File: src/rtl/ysc_pkg.sv
// ---------------------------------------------------------------------------
// ysc_pkg
// Shared types and constants for the YMODEM sender session controller.
// ---------------------------------------------------------------------------
package ysc_pkg;

    // Field widths
    localparam int unsigned OP_W     = 2;
    localparam int unsigned BYTE_W   = 8;
    localparam int unsigned ACTION_W = 3;
    localparam int unsigned BLOCK_W  = 18;
    localparam int unsigned OFFSET_W = 24;
    localparam int unsigned COUNT_W  = 11;
    localparam int unsigned CFG_W    = 24;
    localparam int unsigned CFG_IDX_W = 2;

    // Block sizes in bytes
    localparam logic [COUNT_W-1:0] LONG_BLOCK_BYTES  = 11'd1024;
    localparam logic [COUNT_W-1:0] SHORT_BLOCK_BYTES = 11'd128;

    // Error limits
    localparam logic [2:0] DATA_ERR_MAX  = 3'd5;
    localparam logic [2:0] FINAL_ERR_MAX = 3'd3;

    // Receiver control characters
    localparam logic [BYTE_W-1:0] CH_C   = 8'h43;
    localparam logic [BYTE_W-1:0] CH_ACK = 8'h06;
    localparam logic [BYTE_W-1:0] CH_NAK = 8'h15;
    localparam logic [BYTE_W-1:0] CH_CA  = 8'h18;

    // Configuration register indexes
    localparam logic [CFG_IDX_W-1:0] REG_FILE_LENGTH    = 2'd0;
    localparam logic [CFG_IDX_W-1:0] REG_USE_LONG       = 2'd1;
    localparam logic [CFG_IDX_W-1:0] REG_SYNC_NEEDED    = 2'd2;
    localparam logic [CFG_IDX_W-1:0] REG_SYNC_TMO_LIMIT = 2'd3;

    // Event codes on the request channel
    typedef enum logic [OP_W-1:0] {
        OP_START   = 2'd0,
        OP_BYTE    = 2'd1,
        OP_TIMEOUT = 2'd2,
        OP_NONE    = 2'd3
    } t_op;

    // Classified received byte
    typedef enum logic [2:0] {
        BC_C,
        BC_ACK,
        BC_NAK,
        BC_CA,
        BC_OTHER
    } t_bclass;

    // Commands to the packet path
    typedef enum logic [ACTION_W-1:0] {
        ACT_WAIT   = 3'd0,
        ACT_HEADER = 3'd1,
        ACT_DATA   = 3'd2,
        ACT_EOT    = 3'd3,
        ACT_FINAL  = 3'd4,
        ACT_DONE   = 3'd5,
        ACT_FAILED = 3'd6
    } t_action;

    // One classified event
    typedef struct packed {
        t_op     op;
        t_bclass bclass;
    } t_evt;

    // Head of the event queue as seen by the back end
    typedef struct packed {
        logic valid;
        t_evt evt;
    } t_qhead;

    // Live configuration
    typedef struct packed {
        logic [OFFSET_W-1:0] file_length;
        logic                use_long;
        logic [7:0]          sync_needed;
        logic [7:0]          sync_tmo_limit;
    } t_cfg;

endpackage

File: src/rtl/ysc_front.sv
// ---------------------------------------------------------------------------
// ysc_front
// Accepts event requests, classifies the received byte and holds the
// result in a two-entry queue for the session back end.
// ---------------------------------------------------------------------------
module ysc_front (
    input  logic                         i_clk,
    input  logic                         i_rst_n,
    input  logic                         i_in_valid,
    output logic                         o_in_ready,
    input  logic [ysc_pkg::OP_W-1:0]     i_op,
    input  logic [ysc_pkg::BYTE_W-1:0]   i_rx_byte,
    output ysc_pkg::t_qhead              o_head,
    input  logic                         i_pop
);

    ysc_pkg::t_evt  r_q [2];
    logic           r_wr_ptr, n_wr_ptr;
    logic           r_rd_ptr, n_rd_ptr;
    logic [1:0]     r_count,  n_count;
    ysc_pkg::t_evt  w_evt;
    logic           w_push;
    logic           w_pop;

    // Byte classification
    always_comb begin
        w_evt.op = ysc_pkg::t_op'(i_op);
        case (i_rx_byte)
            ysc_pkg::CH_C:   w_evt.bclass = ysc_pkg::BC_C;
            ysc_pkg::CH_ACK: w_evt.bclass = ysc_pkg::BC_ACK;
            ysc_pkg::CH_NAK: w_evt.bclass = ysc_pkg::BC_NAK;
            ysc_pkg::CH_CA:  w_evt.bclass = ysc_pkg::BC_CA;
            default:         w_evt.bclass = ysc_pkg::BC_OTHER;
        endcase
    end

    assign o_in_ready = (r_count != 2'd2);
    assign w_push     = i_in_valid && o_in_ready;
    assign w_pop      = i_pop && (r_count != 2'd0);

    // Queue pointers and fill level
    always_comb begin
        n_wr_ptr = w_push ? ~r_wr_ptr : r_wr_ptr;
        n_rd_ptr = w_pop  ? ~r_rd_ptr : r_rd_ptr;
        n_count  = r_count;
        if (w_push && !w_pop) begin
            n_count = r_count + 2'd1;
        end else if (!w_push && w_pop) begin
            n_count = r_count - 2'd1;
        end
    end

    always_ff @(posedge i_clk) begin
        if (!i_rst_n) begin
            r_wr_ptr <= 1'b0;
            r_rd_ptr <= 1'b0;
            r_count  <= 2'd0;
        end else begin
            r_wr_ptr <= n_wr_ptr;
            r_rd_ptr <= n_rd_ptr;
            r_count  <= n_count;
        end
    end

    // Queue storage, no reset needed
    always_ff @(posedge i_clk) begin
        if (w_push) begin
            r_q[r_wr_ptr] <= w_evt;
        end
    end

    assign o_head.valid = (r_count != 2'd0);
    assign o_head.evt   = r_q[r_rd_ptr];

endmodule

File: src/rtl/ysc_back.sv
// ---------------------------------------------------------------------------
// ysc_back
// Session state machine: takes one classified event a cycle from the queue
// while the output register is free or draining, and loads its command there.
// ---------------------------------------------------------------------------
module ysc_back (
    input  logic                          i_clk,
    input  logic                          i_rst_n,
    input  ysc_pkg::t_cfg                 i_cfg,
    input  ysc_pkg::t_qhead               i_head,
    output logic                          o_pop,
    output logic                          o_out_valid,
    input  logic                          i_out_ready,
    output logic [ysc_pkg::ACTION_W-1:0]  o_action,
    output logic [ysc_pkg::BLOCK_W-1:0]   o_block_number,
    output logic [ysc_pkg::OFFSET_W-1:0]  o_byte_offset,
    output logic [ysc_pkg::COUNT_W-1:0]   o_byte_count
);

    typedef enum logic [3:0] {
        PH_IDLE, PH_SYNC, PH_HDR_ACK, PH_HDR_C, PH_DATA_ACK, PH_EOT_NAK,
        PH_EOT_ACK, PH_EOT_C, PH_FINAL_ACK, PH_DONE, PH_FAILED
    } t_phase;

    t_phase                          r_phase,      n_phase;
    logic [7:0]                      r_sync_seen,  n_sync_seen;
    logic [7:0]                      r_sync_tmo,   n_sync_tmo;
    logic [ysc_pkg::BLOCK_W-1:0]     r_block,      n_block;
    logic [ysc_pkg::OFFSET_W-1:0]    r_offset,     n_offset;
    logic [2:0]                      r_data_err,   n_data_err;
    logic [2:0]                      r_final_err,  n_final_err;
    logic                            r_out_valid,  n_out_valid;
    ysc_pkg::t_action                r_action,     n_action;
    logic [ysc_pkg::BLOCK_W-1:0]     r_out_block,  n_out_block;
    logic [ysc_pkg::OFFSET_W-1:0]    r_out_offset, n_out_offset;
    logic [ysc_pkg::COUNT_W-1:0]     r_out_count,  n_out_count;

    logic                            w_take;
    logic                            w_waiting;
    logic                            w_is_byte;
    logic [ysc_pkg::COUNT_W-1:0]     w_bs;
    logic [ysc_pkg::OFFSET_W:0]      w_rem;
    logic [ysc_pkg::OFFSET_W:0]      w_rem_next;
    logic                            w_last;
    logic [ysc_pkg::COUNT_W-1:0]     w_cnt_cur;
    logic [ysc_pkg::COUNT_W-1:0]     w_cnt_next;
    logic [ysc_pkg::COUNT_W-1:0]     w_cnt_first;
    logic [7:0]                      w_seen_inc;
    logic [7:0]                      w_tmo_inc;
    logic [2:0]                      w_data_err_inc;
    logic [2:0]                      w_final_err_inc;

    // Take an event when the output register is free or being drained
    assign w_take = i_head.valid && (!r_out_valid || i_out_ready);
    assign o_pop  = w_take;

    assign w_waiting = (r_phase != PH_IDLE) && (r_phase != PH_DONE)
                       && (r_phase != PH_FAILED);
    assign w_is_byte = (i_head.evt.op == ysc_pkg::OP_BYTE);

    // Block size and remaining-length arithmetic (signed remainder)
    assign w_bs = i_cfg.use_long ? ysc_pkg::LONG_BLOCK_BYTES
                                 : ysc_pkg::SHORT_BLOCK_BYTES;
    assign w_rem      = {1'b0, i_cfg.file_length} - {1'b0, r_offset};
    assign w_rem_next = w_rem - {{(ysc_pkg::OFFSET_W-ysc_pkg::COUNT_W+1){1'b0}}, w_bs};
    // Last block once the remainder fits in one block (or is negative)
    assign w_last = w_rem[ysc_pkg::OFFSET_W]
                    || (w_rem[ysc_pkg::OFFSET_W-1:0]
                        <= {{(ysc_pkg::OFFSET_W-ysc_pkg::COUNT_W){1'b0}}, w_bs});

    // Byte count for a resend of the current block
    always_comb begin
        if (w_rem[ysc_pkg::OFFSET_W] || (w_rem == '0)) begin
            w_cnt_cur = '0;
        end else if (w_rem[ysc_pkg::OFFSET_W-1:0]
                     > {{(ysc_pkg::OFFSET_W-ysc_pkg::COUNT_W){1'b0}}, w_bs}) begin
            w_cnt_cur = w_bs;
        end else begin
            w_cnt_cur = w_rem[ysc_pkg::COUNT_W-1:0];
        end
    end

    // Byte count for the following block (remainder known to be positive)
    always_comb begin
        if (w_rem_next[ysc_pkg::OFFSET_W-1:0]
            > {{(ysc_pkg::OFFSET_W-ysc_pkg::COUNT_W){1'b0}}, w_bs}) begin
            w_cnt_next = w_bs;
        end else begin
            w_cnt_next = w_rem_next[ysc_pkg::COUNT_W-1:0];
        end
    end

    // Byte count for block one
    always_comb begin
        if (i_cfg.file_length
            > {{(ysc_pkg::OFFSET_W-ysc_pkg::COUNT_W){1'b0}}, w_bs}) begin
            w_cnt_first = w_bs;
        end else begin
            w_cnt_first = i_cfg.file_length[ysc_pkg::COUNT_W-1:0];
        end
    end

    // Saturating sync counters and non-saturating error counters
    assign w_seen_inc = ((i_head.evt.bclass == ysc_pkg::BC_C) && (r_sync_seen != 8'hFF))
                        ? r_sync_seen + 8'd1 : r_sync_seen;
    assign w_tmo_inc  = (r_sync_tmo != 8'hFF) ? r_sync_tmo + 8'd1 : r_sync_tmo;
    assign w_data_err_inc  = r_data_err + 3'd1;
    assign w_final_err_inc = r_final_err + 3'd1;

    // Next-state logic
    always_comb begin
        n_phase      = r_phase;
        n_sync_seen  = r_sync_seen;
        n_sync_tmo   = r_sync_tmo;
        n_block      = r_block;
        n_offset     = r_offset;
        n_data_err   = r_data_err;
        n_final_err  = r_final_err;
        n_out_valid  = r_out_valid && !i_out_ready;
        n_action     = r_action;
        n_out_block  = r_out_block;
        n_out_offset = r_out_offset;
        n_out_count  = r_out_count;

        if (w_take) begin
            n_out_valid  = 1'b1;
            n_action     = ysc_pkg::ACT_WAIT;
            n_out_block  = '0;
            n_out_offset = '0;
            n_out_count  = '0;

            if (i_head.evt.op == ysc_pkg::OP_START) begin
                // New session, abandons any running one
                n_sync_seen = '0;
                n_sync_tmo  = '0;
                n_block     = '0;
                n_offset    = '0;
                n_data_err  = '0;
                n_final_err = '0;
                n_phase     = PH_SYNC;
                if (i_cfg.sync_tmo_limit == 8'd0) begin
                    n_phase  = PH_FAILED;
                    n_action = ysc_pkg::ACT_FAILED;
                end
            end else if (i_head.evt.op == ysc_pkg::OP_NONE || !w_waiting) begin
                // ignored, answers wait
            end else if (w_is_byte && i_head.evt.bclass == ysc_pkg::BC_CA) begin
                n_phase  = PH_FAILED;
                n_action = ysc_pkg::ACT_FAILED;
            end else begin
                unique case (r_phase)
                    PH_SYNC: begin
                        if (w_is_byte) begin
                            n_sync_seen = w_seen_inc;
                            if (w_seen_inc >= i_cfg.sync_needed) begin
                                n_phase  = PH_HDR_ACK;
                                n_action = ysc_pkg::ACT_HEADER;
                            end
                        end else begin
                            n_sync_tmo = w_tmo_inc;
                            if (w_tmo_inc >= i_cfg.sync_tmo_limit) begin
                                n_phase  = PH_FAILED;
                                n_action = ysc_pkg::ACT_FAILED;
                            end
                        end
                    end
                    PH_HDR_ACK: begin
                        if (w_is_byte && i_head.evt.bclass == ysc_pkg::BC_ACK) begin
                            n_phase = PH_HDR_C;
                        end else begin
                            n_phase  = PH_FAILED;
                            n_action = ysc_pkg::ACT_FAILED;
                        end
                    end
                    PH_HDR_C: begin
                        if (w_is_byte && i_head.evt.bclass == ysc_pkg::BC_C) begin
                            n_block    = ysc_pkg::BLOCK_W'(1);
                            n_offset   = '0;
                            n_data_err = '0;
                            if (i_cfg.file_length == '0) begin
                                n_phase  = PH_EOT_NAK;
                                n_action = ysc_pkg::ACT_EOT;
                            end else begin
                                n_phase     = PH_DATA_ACK;
                                n_action    = ysc_pkg::ACT_DATA;
                                n_out_block = ysc_pkg::BLOCK_W'(1);
                                n_out_count = w_cnt_first;
                            end
                        end else begin
                            n_phase  = PH_FAILED;
                            n_action = ysc_pkg::ACT_FAILED;
                        end
                    end
                    PH_DATA_ACK: begin
                        if (w_is_byte && i_head.evt.bclass == ysc_pkg::BC_ACK) begin
                            if (w_last) begin
                                n_phase  = PH_EOT_NAK;
                                n_action = ysc_pkg::ACT_EOT;
                            end else begin
                                n_offset     = r_offset + {{(ysc_pkg::OFFSET_W-ysc_pkg::COUNT_W){1'b0}}, w_bs};
                                n_block      = r_block + ysc_pkg::BLOCK_W'(1);
                                n_action     = ysc_pkg::ACT_DATA;
                                n_out_block  = r_block + ysc_pkg::BLOCK_W'(1);
                                n_out_offset = r_offset + {{(ysc_pkg::OFFSET_W-ysc_pkg::COUNT_W){1'b0}}, w_bs};
                                n_out_count  = w_cnt_next;
                            end
                        end else begin
                            // NAK, stray byte or timeout: cumulative error count
                            n_data_err = w_data_err_inc;
                            if (w_data_err_inc > ysc_pkg::DATA_ERR_MAX) begin
                                n_phase  = PH_FAILED;
                                n_action = ysc_pkg::ACT_FAILED;
                            end else begin
                                n_action     = ysc_pkg::ACT_DATA;
                                n_out_block  = r_block;
                                n_out_offset = r_offset;
                                n_out_count  = w_cnt_cur;
                            end
                        end
                    end
                    PH_EOT_NAK: begin
                        if (w_is_byte && i_head.evt.bclass == ysc_pkg::BC_NAK) begin
                            n_phase  = PH_EOT_ACK;
                            n_action = ysc_pkg::ACT_EOT;
                        end else begin
                            n_phase  = PH_FAILED;
                            n_action = ysc_pkg::ACT_FAILED;
                        end
                    end
                    PH_EOT_ACK: begin
                        if (w_is_byte && i_head.evt.bclass == ysc_pkg::BC_ACK) begin
                            n_phase = PH_EOT_C;
                        end else begin
                            n_phase  = PH_FAILED;
                            n_action = ysc_pkg::ACT_FAILED;
                        end
                    end
                    PH_EOT_C: begin
                        if (w_is_byte && i_head.evt.bclass == ysc_pkg::BC_C) begin
                            n_final_err = '0;
                            n_phase     = PH_FINAL_ACK;
                            n_action    = ysc_pkg::ACT_FINAL;
                        end else begin
                            n_phase  = PH_FAILED;
                            n_action = ysc_pkg::ACT_FAILED;
                        end
                    end
                    PH_FINAL_ACK: begin
                        if (w_is_byte && i_head.evt.bclass == ysc_pkg::BC_ACK) begin
                            n_phase  = PH_DONE;
                            n_action = ysc_pkg::ACT_DONE;
                        end else begin
                            n_final_err = w_final_err_inc;
                            if (w_final_err_inc > ysc_pkg::FINAL_ERR_MAX) begin
                                n_phase  = PH_FAILED;
                                n_action = ysc_pkg::ACT_FAILED;
                            end else begin
                                n_action = ysc_pkg::ACT_FINAL;
                            end
                        end
                    end
                    default: begin
                    end
                endcase
            end
        end
    end

    // State and output register
    always_ff @(posedge i_clk) begin
        if (!i_rst_n) begin
            r_phase     <= PH_IDLE;
            r_sync_seen <= '0;
            r_sync_tmo  <= '0;
            r_block     <= '0;
            r_offset    <= '0;
            r_data_err  <= '0;
            r_final_err <= '0;
            r_out_valid <= 1'b0;
        end else begin
            r_phase     <= n_phase;
            r_sync_seen <= n_sync_seen;
            r_sync_tmo  <= n_sync_tmo;
            r_block     <= n_block;
            r_offset    <= n_offset;
            r_data_err  <= n_data_err;
            r_final_err <= n_final_err;
            r_out_valid <= n_out_valid;
        end
        r_action     <= n_action;
        r_out_block  <= n_out_block;
        r_out_offset <= n_out_offset;
        r_out_count  <= n_out_count;
    end

    assign o_out_valid    = r_out_valid;
    assign o_action       = r_action;
    assign o_block_number = r_out_block;
    assign o_byte_offset  = r_out_offset;
    assign o_byte_count   = r_out_count;

endmodule

File: src/rtl/ymodem_sender_controller_unit.sv
// ---------------------------------------------------------------------------
// ymodem_sender_controller_unit
// YMODEM sender session controller: one command per session event.
// ---------------------------------------------------------------------------
// Usage:
//   Input channel (i_in_valid / o_in_ready) carries one event per request:
//   start, received byte (i_rx_byte) or receive timeout. Output channel
//   (o_out_valid / i_out_ready) returns exactly one command per event:
//   wait, header, data block (number, offset, byte count), EOT, final,
//   done or failed.
//   Configuration is written through i_cfg_we / i_cfg_index / i_cfg_data
//   while no event is outstanding; registers are used live.
//   An accepted event is registered in the front queue; its command is then
//   registered in the output register of the session state machine.
//   Throughput: one event per cycle while the receiver does not stall
//   the output channel.
//   Reset (i_rst_n low, synchronous) empties the queue, drops any pending
//   command, puts the session in idle and loads the register defaults.
//   When the receiver stalls, the command is held in the output register
//   and up to two further events wait in the front queue before
//   o_in_ready drops.
// ---------------------------------------------------------------------------
module ymodem_sender_controller_unit (
    input  logic                             i_clk,
    input  logic                             i_rst_n,
    input  logic                             i_in_valid,
    output logic                             o_in_ready,
    input  logic [ysc_pkg::OP_W-1:0]         i_op,
    input  logic [ysc_pkg::BYTE_W-1:0]       i_rx_byte,
    output logic                             o_out_valid,
    input  logic                             i_out_ready,
    output logic [ysc_pkg::ACTION_W-1:0]     o_action,
    output logic [ysc_pkg::BLOCK_W-1:0]      o_block_number,
    output logic [ysc_pkg::OFFSET_W-1:0]     o_byte_offset,
    output logic [ysc_pkg::COUNT_W-1:0]      o_byte_count,
    input  logic                             i_cfg_we,
    input  logic [ysc_pkg::CFG_IDX_W-1:0]    i_cfg_index,
    input  logic [ysc_pkg::CFG_W-1:0]        i_cfg_data
);

    ysc_pkg::t_cfg    r_cfg;
    ysc_pkg::t_qhead  w_head;
    logic             w_pop;

    // Configuration registers
    always_ff @(posedge i_clk) begin
        if (!i_rst_n) begin
            r_cfg.file_length    <= '0;
            r_cfg.use_long       <= 1'b0;
            r_cfg.sync_needed    <= 8'd1;
            r_cfg.sync_tmo_limit <= 8'd10;
        end else if (i_cfg_we) begin
            case (i_cfg_index)
                ysc_pkg::REG_FILE_LENGTH:    r_cfg.file_length    <= i_cfg_data;
                ysc_pkg::REG_USE_LONG:       r_cfg.use_long       <= i_cfg_data[0];
                ysc_pkg::REG_SYNC_NEEDED:    r_cfg.sync_needed    <= i_cfg_data[7:0];
                ysc_pkg::REG_SYNC_TMO_LIMIT: r_cfg.sync_tmo_limit <= i_cfg_data[7:0];
                default: begin
                end
            endcase
        end
    end

    // Front: accept, classify, queue
    ysc_front u_front (
        .i_clk      (i_clk),
        .i_rst_n    (i_rst_n),
        .i_in_valid (i_in_valid),
        .o_in_ready (o_in_ready),
        .i_op       (i_op),
        .i_rx_byte  (i_rx_byte),
        .o_head     (w_head),
        .i_pop      (w_pop)
    );

    // Back: session state machine and output register
    ysc_back u_back (
        .i_clk          (i_clk),
        .i_rst_n        (i_rst_n),
        .i_cfg          (r_cfg),
        .i_head         (w_head),
        .o_pop          (w_pop),
        .o_out_valid    (o_out_valid),
        .i_out_ready    (i_out_ready),
        .o_action       (o_action),
        .o_block_number (o_block_number),
        .o_byte_offset  (o_byte_offset),
        .o_byte_count   (o_byte_count)
    );

    // Only data commands carry block fields
    a_fields_zero : assert property (@(posedge i_clk) disable iff (!i_rst_n)
        (o_out_valid && (o_action != ysc_pkg::ACT_DATA)) |->
        ((o_block_number == '0) && (o_byte_offset == '0) && (o_byte_count == '0)))
        else $error("non-data command carries block fields");

    // Data commands never exceed a long block and are never block zero
    a_data_range : assert property (@(posedge i_clk) disable iff (!i_rst_n)
        (o_out_valid && (o_action == ysc_pkg::ACT_DATA)) |->
        ((o_byte_count <= ysc_pkg::LONG_BLOCK_BYTES) && (o_block_number != '0)))
        else $error("data command out of range");

    // Queue is only popped with an event present
    a_pop_valid : assert property (@(posedge i_clk) disable iff (!i_rst_n)
        w_pop |-> w_head.valid)
        else $error("event taken from empty queue");

    // Reset drops any pending command
    a_reset_clear : assert property (@(posedge i_clk)
        !i_rst_n |=> !o_out_valid)
        else $error("command pending after reset");

endmodule

File: config.mk
export PLATFORM = sky130hd
export DESIGN_NAME = ymodem_sender_controller_unit
export DESIGN_NICKNAME = d
export VERILOG_FILES = /design/src/rtl/ysc_pkg.sv /design/src/rtl/ysc_front.sv /design/src/rtl/ysc_back.sv /design/src/rtl/ymodem_sender_controller_unit.sv
export SDC_FILE = /design/constraint.sdc
export NUM_CORES = 1
export LEC_CHECK = 0
export BUFFER_PORTS_ARGS = -buffer_cell sky130_fd_sc_hd__buf_4
export CAP_MARGIN = 10
export CORE_ASPECT_RATIO = 0.7
export CORE_MARGIN = 1.5
export CORE_UTILIZATION = 50
export DETAILED_ROUTE_END_ITERATION = 10
export PLACE_DENSITY = 0.79
export SETUP_SLACK_MARGIN = 0.4
export SLEW_MARGIN = 20
export SYNTH_ARGS = -nofsm -noshare
export SYNTH_HDL_FRONTEND = slang
export SYNTH_HIERARCHICAL = 1
export SYNTH_SLANG_ARGS = --single-unit
File: constraint.sdc
create_clock -name i_clk -period 5.6 [get_ports i_clk]
set_clock_uncertainty 0.15 [all_clocks]
set_input_delay 0.84 -clock i_clk [delete_from_list [all_inputs] [get_ports i_clk]]
set_output_delay 0.84 -clock i_clk [all_outputs]
set_load 0.01 [all_outputs]
==> metrics.md <==
| Metric | Value |
|---|---|
| Number of cells produced by synthesis | 1315 |
| Status | finished, violations left |
| Share of cells above drive strength 1 | 16.6% |
| Max Slew Vio Count | 0 |
| Layout fillers | 1887 |
| Synth unique cells | 84 |
| Global-route wire length before repair | 44.8 mm |
| Worst reg2reg setup slack | 700 ps |
| IO Pins | 99 |
| Met1 layer usage reported by global route | 35.6% |
| Pwr per Cell Area | 313 nW/um^2 |
| Area of the multi-input gates | 6450 sq um |
| Initial antenna violation count | 0 |
| Share of the synthesized area in the top cell type | 19.7% |
| Final routed wirelength across all metal layers | 27.7 mm |
| Netlist Area Pre-Place | 11000 sq um |
| Min Hold Slack | 313 ps |
| First-pass detailed-route iteration total | 11 |
| Number of vias per cell | 5.95 |
| Non-filler cells in the finished layout | 1672 |
| Area of the die | 22900 sq um |
| Total Negative Setup Slacks | 0 ps |
| Most frequently used flop master after synthesis | sky130_fd_sc_hd__dfxtp_1 |
| Die span in y | 127 um |
| Area used by sequential logic in the layout | 3960 sq um |
| Hold-fix buffers at CTS | 0 |
| Global placement routability congestion | 0.921 |
| Placed instance count | 1640 |
| Final critical-path share of the clock period | 87.5% |
| Routed wire per std cell | 16.5 um |
| Level count of the clock H-tree | 4 |
| Bufs on Longest Clock Path | 2 |
| Actual transition at the worst max-transition pin | 789 ps |
| Final count of hold timing violations | 0 |
| Peak-usage layer in the global routing report | met1 |
| Root buf cell | sky130_fd_sc_hd__clkbuf_16 |
| Number of buffers added on ports | 98 |
| Antenna-violating nets left | 0 |
| Pre-CTS WS | 803 ps |
| Clock tree from TritonCTS | done |
| Area of all placed cells without fillers | 12400 sq um |
| # rows | 45 |
| Critical register-to-register path endpoint | u_back/o_byte_count[10]$_SDFFCE_PP0P_ |
| Largest driver fanout on the critical path | 8 |
| CP Launch Type | register |
| Final setup vio count | 0 |
| Vias in the first global route | 8878 |
| Clock transition at path regs | 70 ps |
| Data arrival time of the critical path | 4930 ps |
| Commonest non-fill, non-tap cells in the layout | sky130_fd_sc_hd__nand2_1 (159), sky130_fd_sc_hd__nor2_1 (129), sky130_fd_sc_hd__buf_4 (108), sky130_fd_sc_hd__dfxtp_1 (108), sky130_fd_sc_hd__o21ai_0 (100) |
| Number of enable-type register cells in the synthesized netlist | 60 |
| Later-pin clock latency in the skew report | 440 ps |
| Worst flop-to-flop path startpoint | u_back/r_offset[8]$_SDFFE_PN0P_ |
| Die Width | 180 um |
| Diodes inserted | 0 |
| Fmax achieved | 0.204 GHz |
| Largest cells by area after synthesis | sky130_fd_sc_hd__dfxtp_1 (20%), sky130_fd_sc_hd__edfxtp_1 (16%), sky130_fd_sc_hd__ha_1 (6.0%) |
| Number of cells on the worst hold path | 2 |
| Placed cell area | 11800 sq um |
| Clock sink count | 168 |
| Post-synthesis cell type with the largest combined area | sky130_fd_sc_hd__dfxtp_1 |
| Floorplan Core Area | 21600 sq um |
| Syn-to-layout area delta | 12.9% |
| Fraction of synthesis flops using an asynchronous set or reset pin | 0% |
| Count of max-cap constraint violations | 0 |
| Sequential-to-total area share from yosys stat | 36.1% |
| Post-synthesis register bit count | 168 |
| Total number of vias | 9956 |
| Half-perimeter wire length after detailed placement | 19.4 mm |
| Leakage | 4.66 nW |
| Largest net degree at the start of global routing | 77 |
| Final standard cell utilization of the core | 57.4% |
| Count of nets after finishing | 1471 |
| Worst Reg2Reg Path Length in Cells | 19 |
| GR Layer Usage met2 | 35.6% |
| Minimum clock period after layout | 4900 ps |
| Number of buffers added for setup after CTS | 0 |
| Type of the worst setup path | register to register |
| Count of cells resized by post-cts repair | 0 |
| Unrepaired setup endpoints after global routing | no |
| Req. time, crit path | 5630 ps |
| DR iter-0 viols | 1226 |
| Post-route setup slack | 699 ps |
| Starting density of the core | 50.8% |
| Most common cell after layout, fill and taps aside | sky130_fd_sc_hd__nand2_1 |
| Clock buffers created by TritonCTS | 17 |
| GRT Util Overall | 24.2% |
| Worst Setup End Kind | register |
| Total power | 3.88 mW |
| Max IR drop VDD | 231 uV |
| Met3 track demand over resource | 6.24% |
| Max-slew headroom | 47.2% |
| Violated checks | design-rule violations |
| Hold_sp | r_cfg[10]$_SDFFE_PN0P_ |
| Warnings from Yosys | 6 |
| Drc violations | 2 |
| Total gr overflow | 0 |
| Per-instance average area after synthesis | 8.36 sq um |
| Endpoint of the worst hold path | r_cfg[10]$_SDFFE_PN0P_ |
| HP Class | register to register |
worst max path at each step:
stage,startpoint,to,slack [ps],depth (start not counted)
final,u_back/r_offset[8]$_SDFFE_PN0P_,u_back/o_byte_count[10]$_SDFFCE_PP0P_,700,19
after global routing,u_back/r_offset[8]$_SDFFE_PN0P_,u_back/o_byte_count[10]$_SDFFCE_PP0P_,480,19
after CTS,u_back/r_offset[8]$_SDFFE_PN0P_,u_back/o_byte_count[10]$_SDFFCE_PP0P_,780,19
after detailed placement,u_back/r_offset[8]$_SDFFE_PN0P_,u_back/o_byte_count[10]$_SDFFCE_PP0P_,800,19
after global placement,u_back/r_offset[7]$_SDFFE_PN0P_,u_back/o_byte_count[10]$_SDFFCE_PP0P_,960,19
after floorplan,u_back/r_offset[8]$_SDFFE_PN0P_,u_back/o_byte_count[10]$_SDFFCE_PP0P_,1120,20
synth_stat cells (4+ instances only):
cell type                    n
sky130_fd_sc_hd__nor2_1    129
sky130_fd_sc_hd__a21boi_0    6
sky130_fd_sc_hd__o21ai_0   100
sky130_fd_sc_hd__nand3b_1    6
sky130_fd_sc_hd__a22oi_1    20
sky130_fd_sc_hd__nand2b_1   11
sky130_fd_sc_hd__edfxtp_1   60
sky130_fd_sc_hd__inv_1      53
sky130_fd_sc_hd__buf_2       8
sky130_fd_sc_hd__mux2i_1    44
sky130_fd_sc_hd__ha_1       53
sky130_fd_sc_hd__a21oi_1    78
sky130_fd_sc_hd__a21o_1     13
sky130_fd_sc_hd__o211ai_1    7
sky130_fd_sc_hd__xor2_1     14
sky130_fd_sc_hd__nor4_1      7
sky130_fd_sc_hd__dfxtp_1   108
sky130_fd_sc_hd__a21oi_2    57
sky130_fd_sc_hd__and3_1     27
sky130_fd_sc_hd__buf_6       9
sky130_fd_sc_hd__nor3_1     56
sky130_fd_sc_hd__clkbuf_1   38
sky130_fd_sc_hd__or3_1       9
sky130_fd_sc_hd__nor2b_1    35
sky130_fd_sc_hd__or2_2       8
sky130_fd_sc_hd__or4_1       4
sky130_fd_sc_hd__a31oi_1     8
sky130_fd_sc_hd__a211oi_1    7
sky130_fd_sc_hd__and2_1     14
sky130_fd_sc_hd__nand2_1   159
sky130_fd_sc_hd__nand4_1     9
sky130_fd_sc_hd__nand3_1    46
sky130_fd_sc_hd__xnor2_1    21
sky130_fd_sc_hd__mux2_2      7
sky130_fd_sc_hd__buf_4       9
sequential cells by signal, summed over array words and instances (netlist names), 10 cells and up, named ones only:
register,cells
u_back/r_block,18
u_back/o_byte_offset,18
u_back/o_byte_count,11
u_back/r_offset,17
u_back/o_block_number,18
r_cfg,41
u_front/r_q,10
critical path: stages (launching register included):
cell	delay (ps)
sky130_fd_sc_hd__dfxtp_1	420
sky130_fd_sc_hd__inv_1	70
sky130_fd_sc_hd__ha_1	430
sky130_fd_sc_hd__o21a_1	210
sky130_fd_sc_hd__o32a_1	220
sky130_fd_sc_hd__a21oi_1	100
sky130_fd_sc_hd__xnor2_1	270
sky130_fd_sc_hd__ha_1	330
sky130_fd_sc_hd__xor2_1	190
sky130_fd_sc_hd__ha_1	310
sky130_fd_sc_hd__nand2_1	40
sky130_fd_sc_hd__or4_1	400
sky130_fd_sc_hd__a211o_1	270
sky130_fd_sc_hd__o21ai_0	90
sky130_fd_sc_hd__and3_1	180
sky130_fd_sc_hd__o2111a_1	190
sky130_fd_sc_hd__nand2_1	130
sky130_fd_sc_hd__mux2_2	300
sky130_fd_sc_hd__a211oi_1	250
sky130_fd_sc_hd__nor3_1	80
metal layers:
layer  share of wire, %  vias to the layer above
met5                  0                        -
met4               0.80                        0
met3                8.7                       27
met2                 43                      444
met1                 48                     4658
li1                   -                     4827
cell type report:
cell class / instances / share of cell area (%)
inverter: 53 / 1.60
timing repair buffer: 109 / 6.70
tap: 282 / 2.84
sequential: 168 / 32.0
clock buffer: 17 / 3.43
clock inverter: 15 / 1.50
multi-input combinational: 1028 / 52.0
report_power, final:
part | switching [mW] | internal [mW]
registers | 0.0968 | 1.50
clock network | 0.573 | 0.639
logic | 0.616 | 0.460
kinds of logic (layout without fill, tap and decap cells):
kind of cell             after synthesis  after routing  share of synthesized area [%]
AO/OA/AOI/OAI                        345            345                           20.8
XOR/XNOR                              35             35                           2.79
adder cells (fa/ha/maj)               53             53                           6.04
buffers and inverters                120            194                           5.41
flip-flops                           168            168                           36.1
multiplexers                          51             51                           4.73
other                                  2              3                         0.0683
AND/OR/NAND/NOR                      541            541                           24.1
Power figures use the tool's default switching activity.
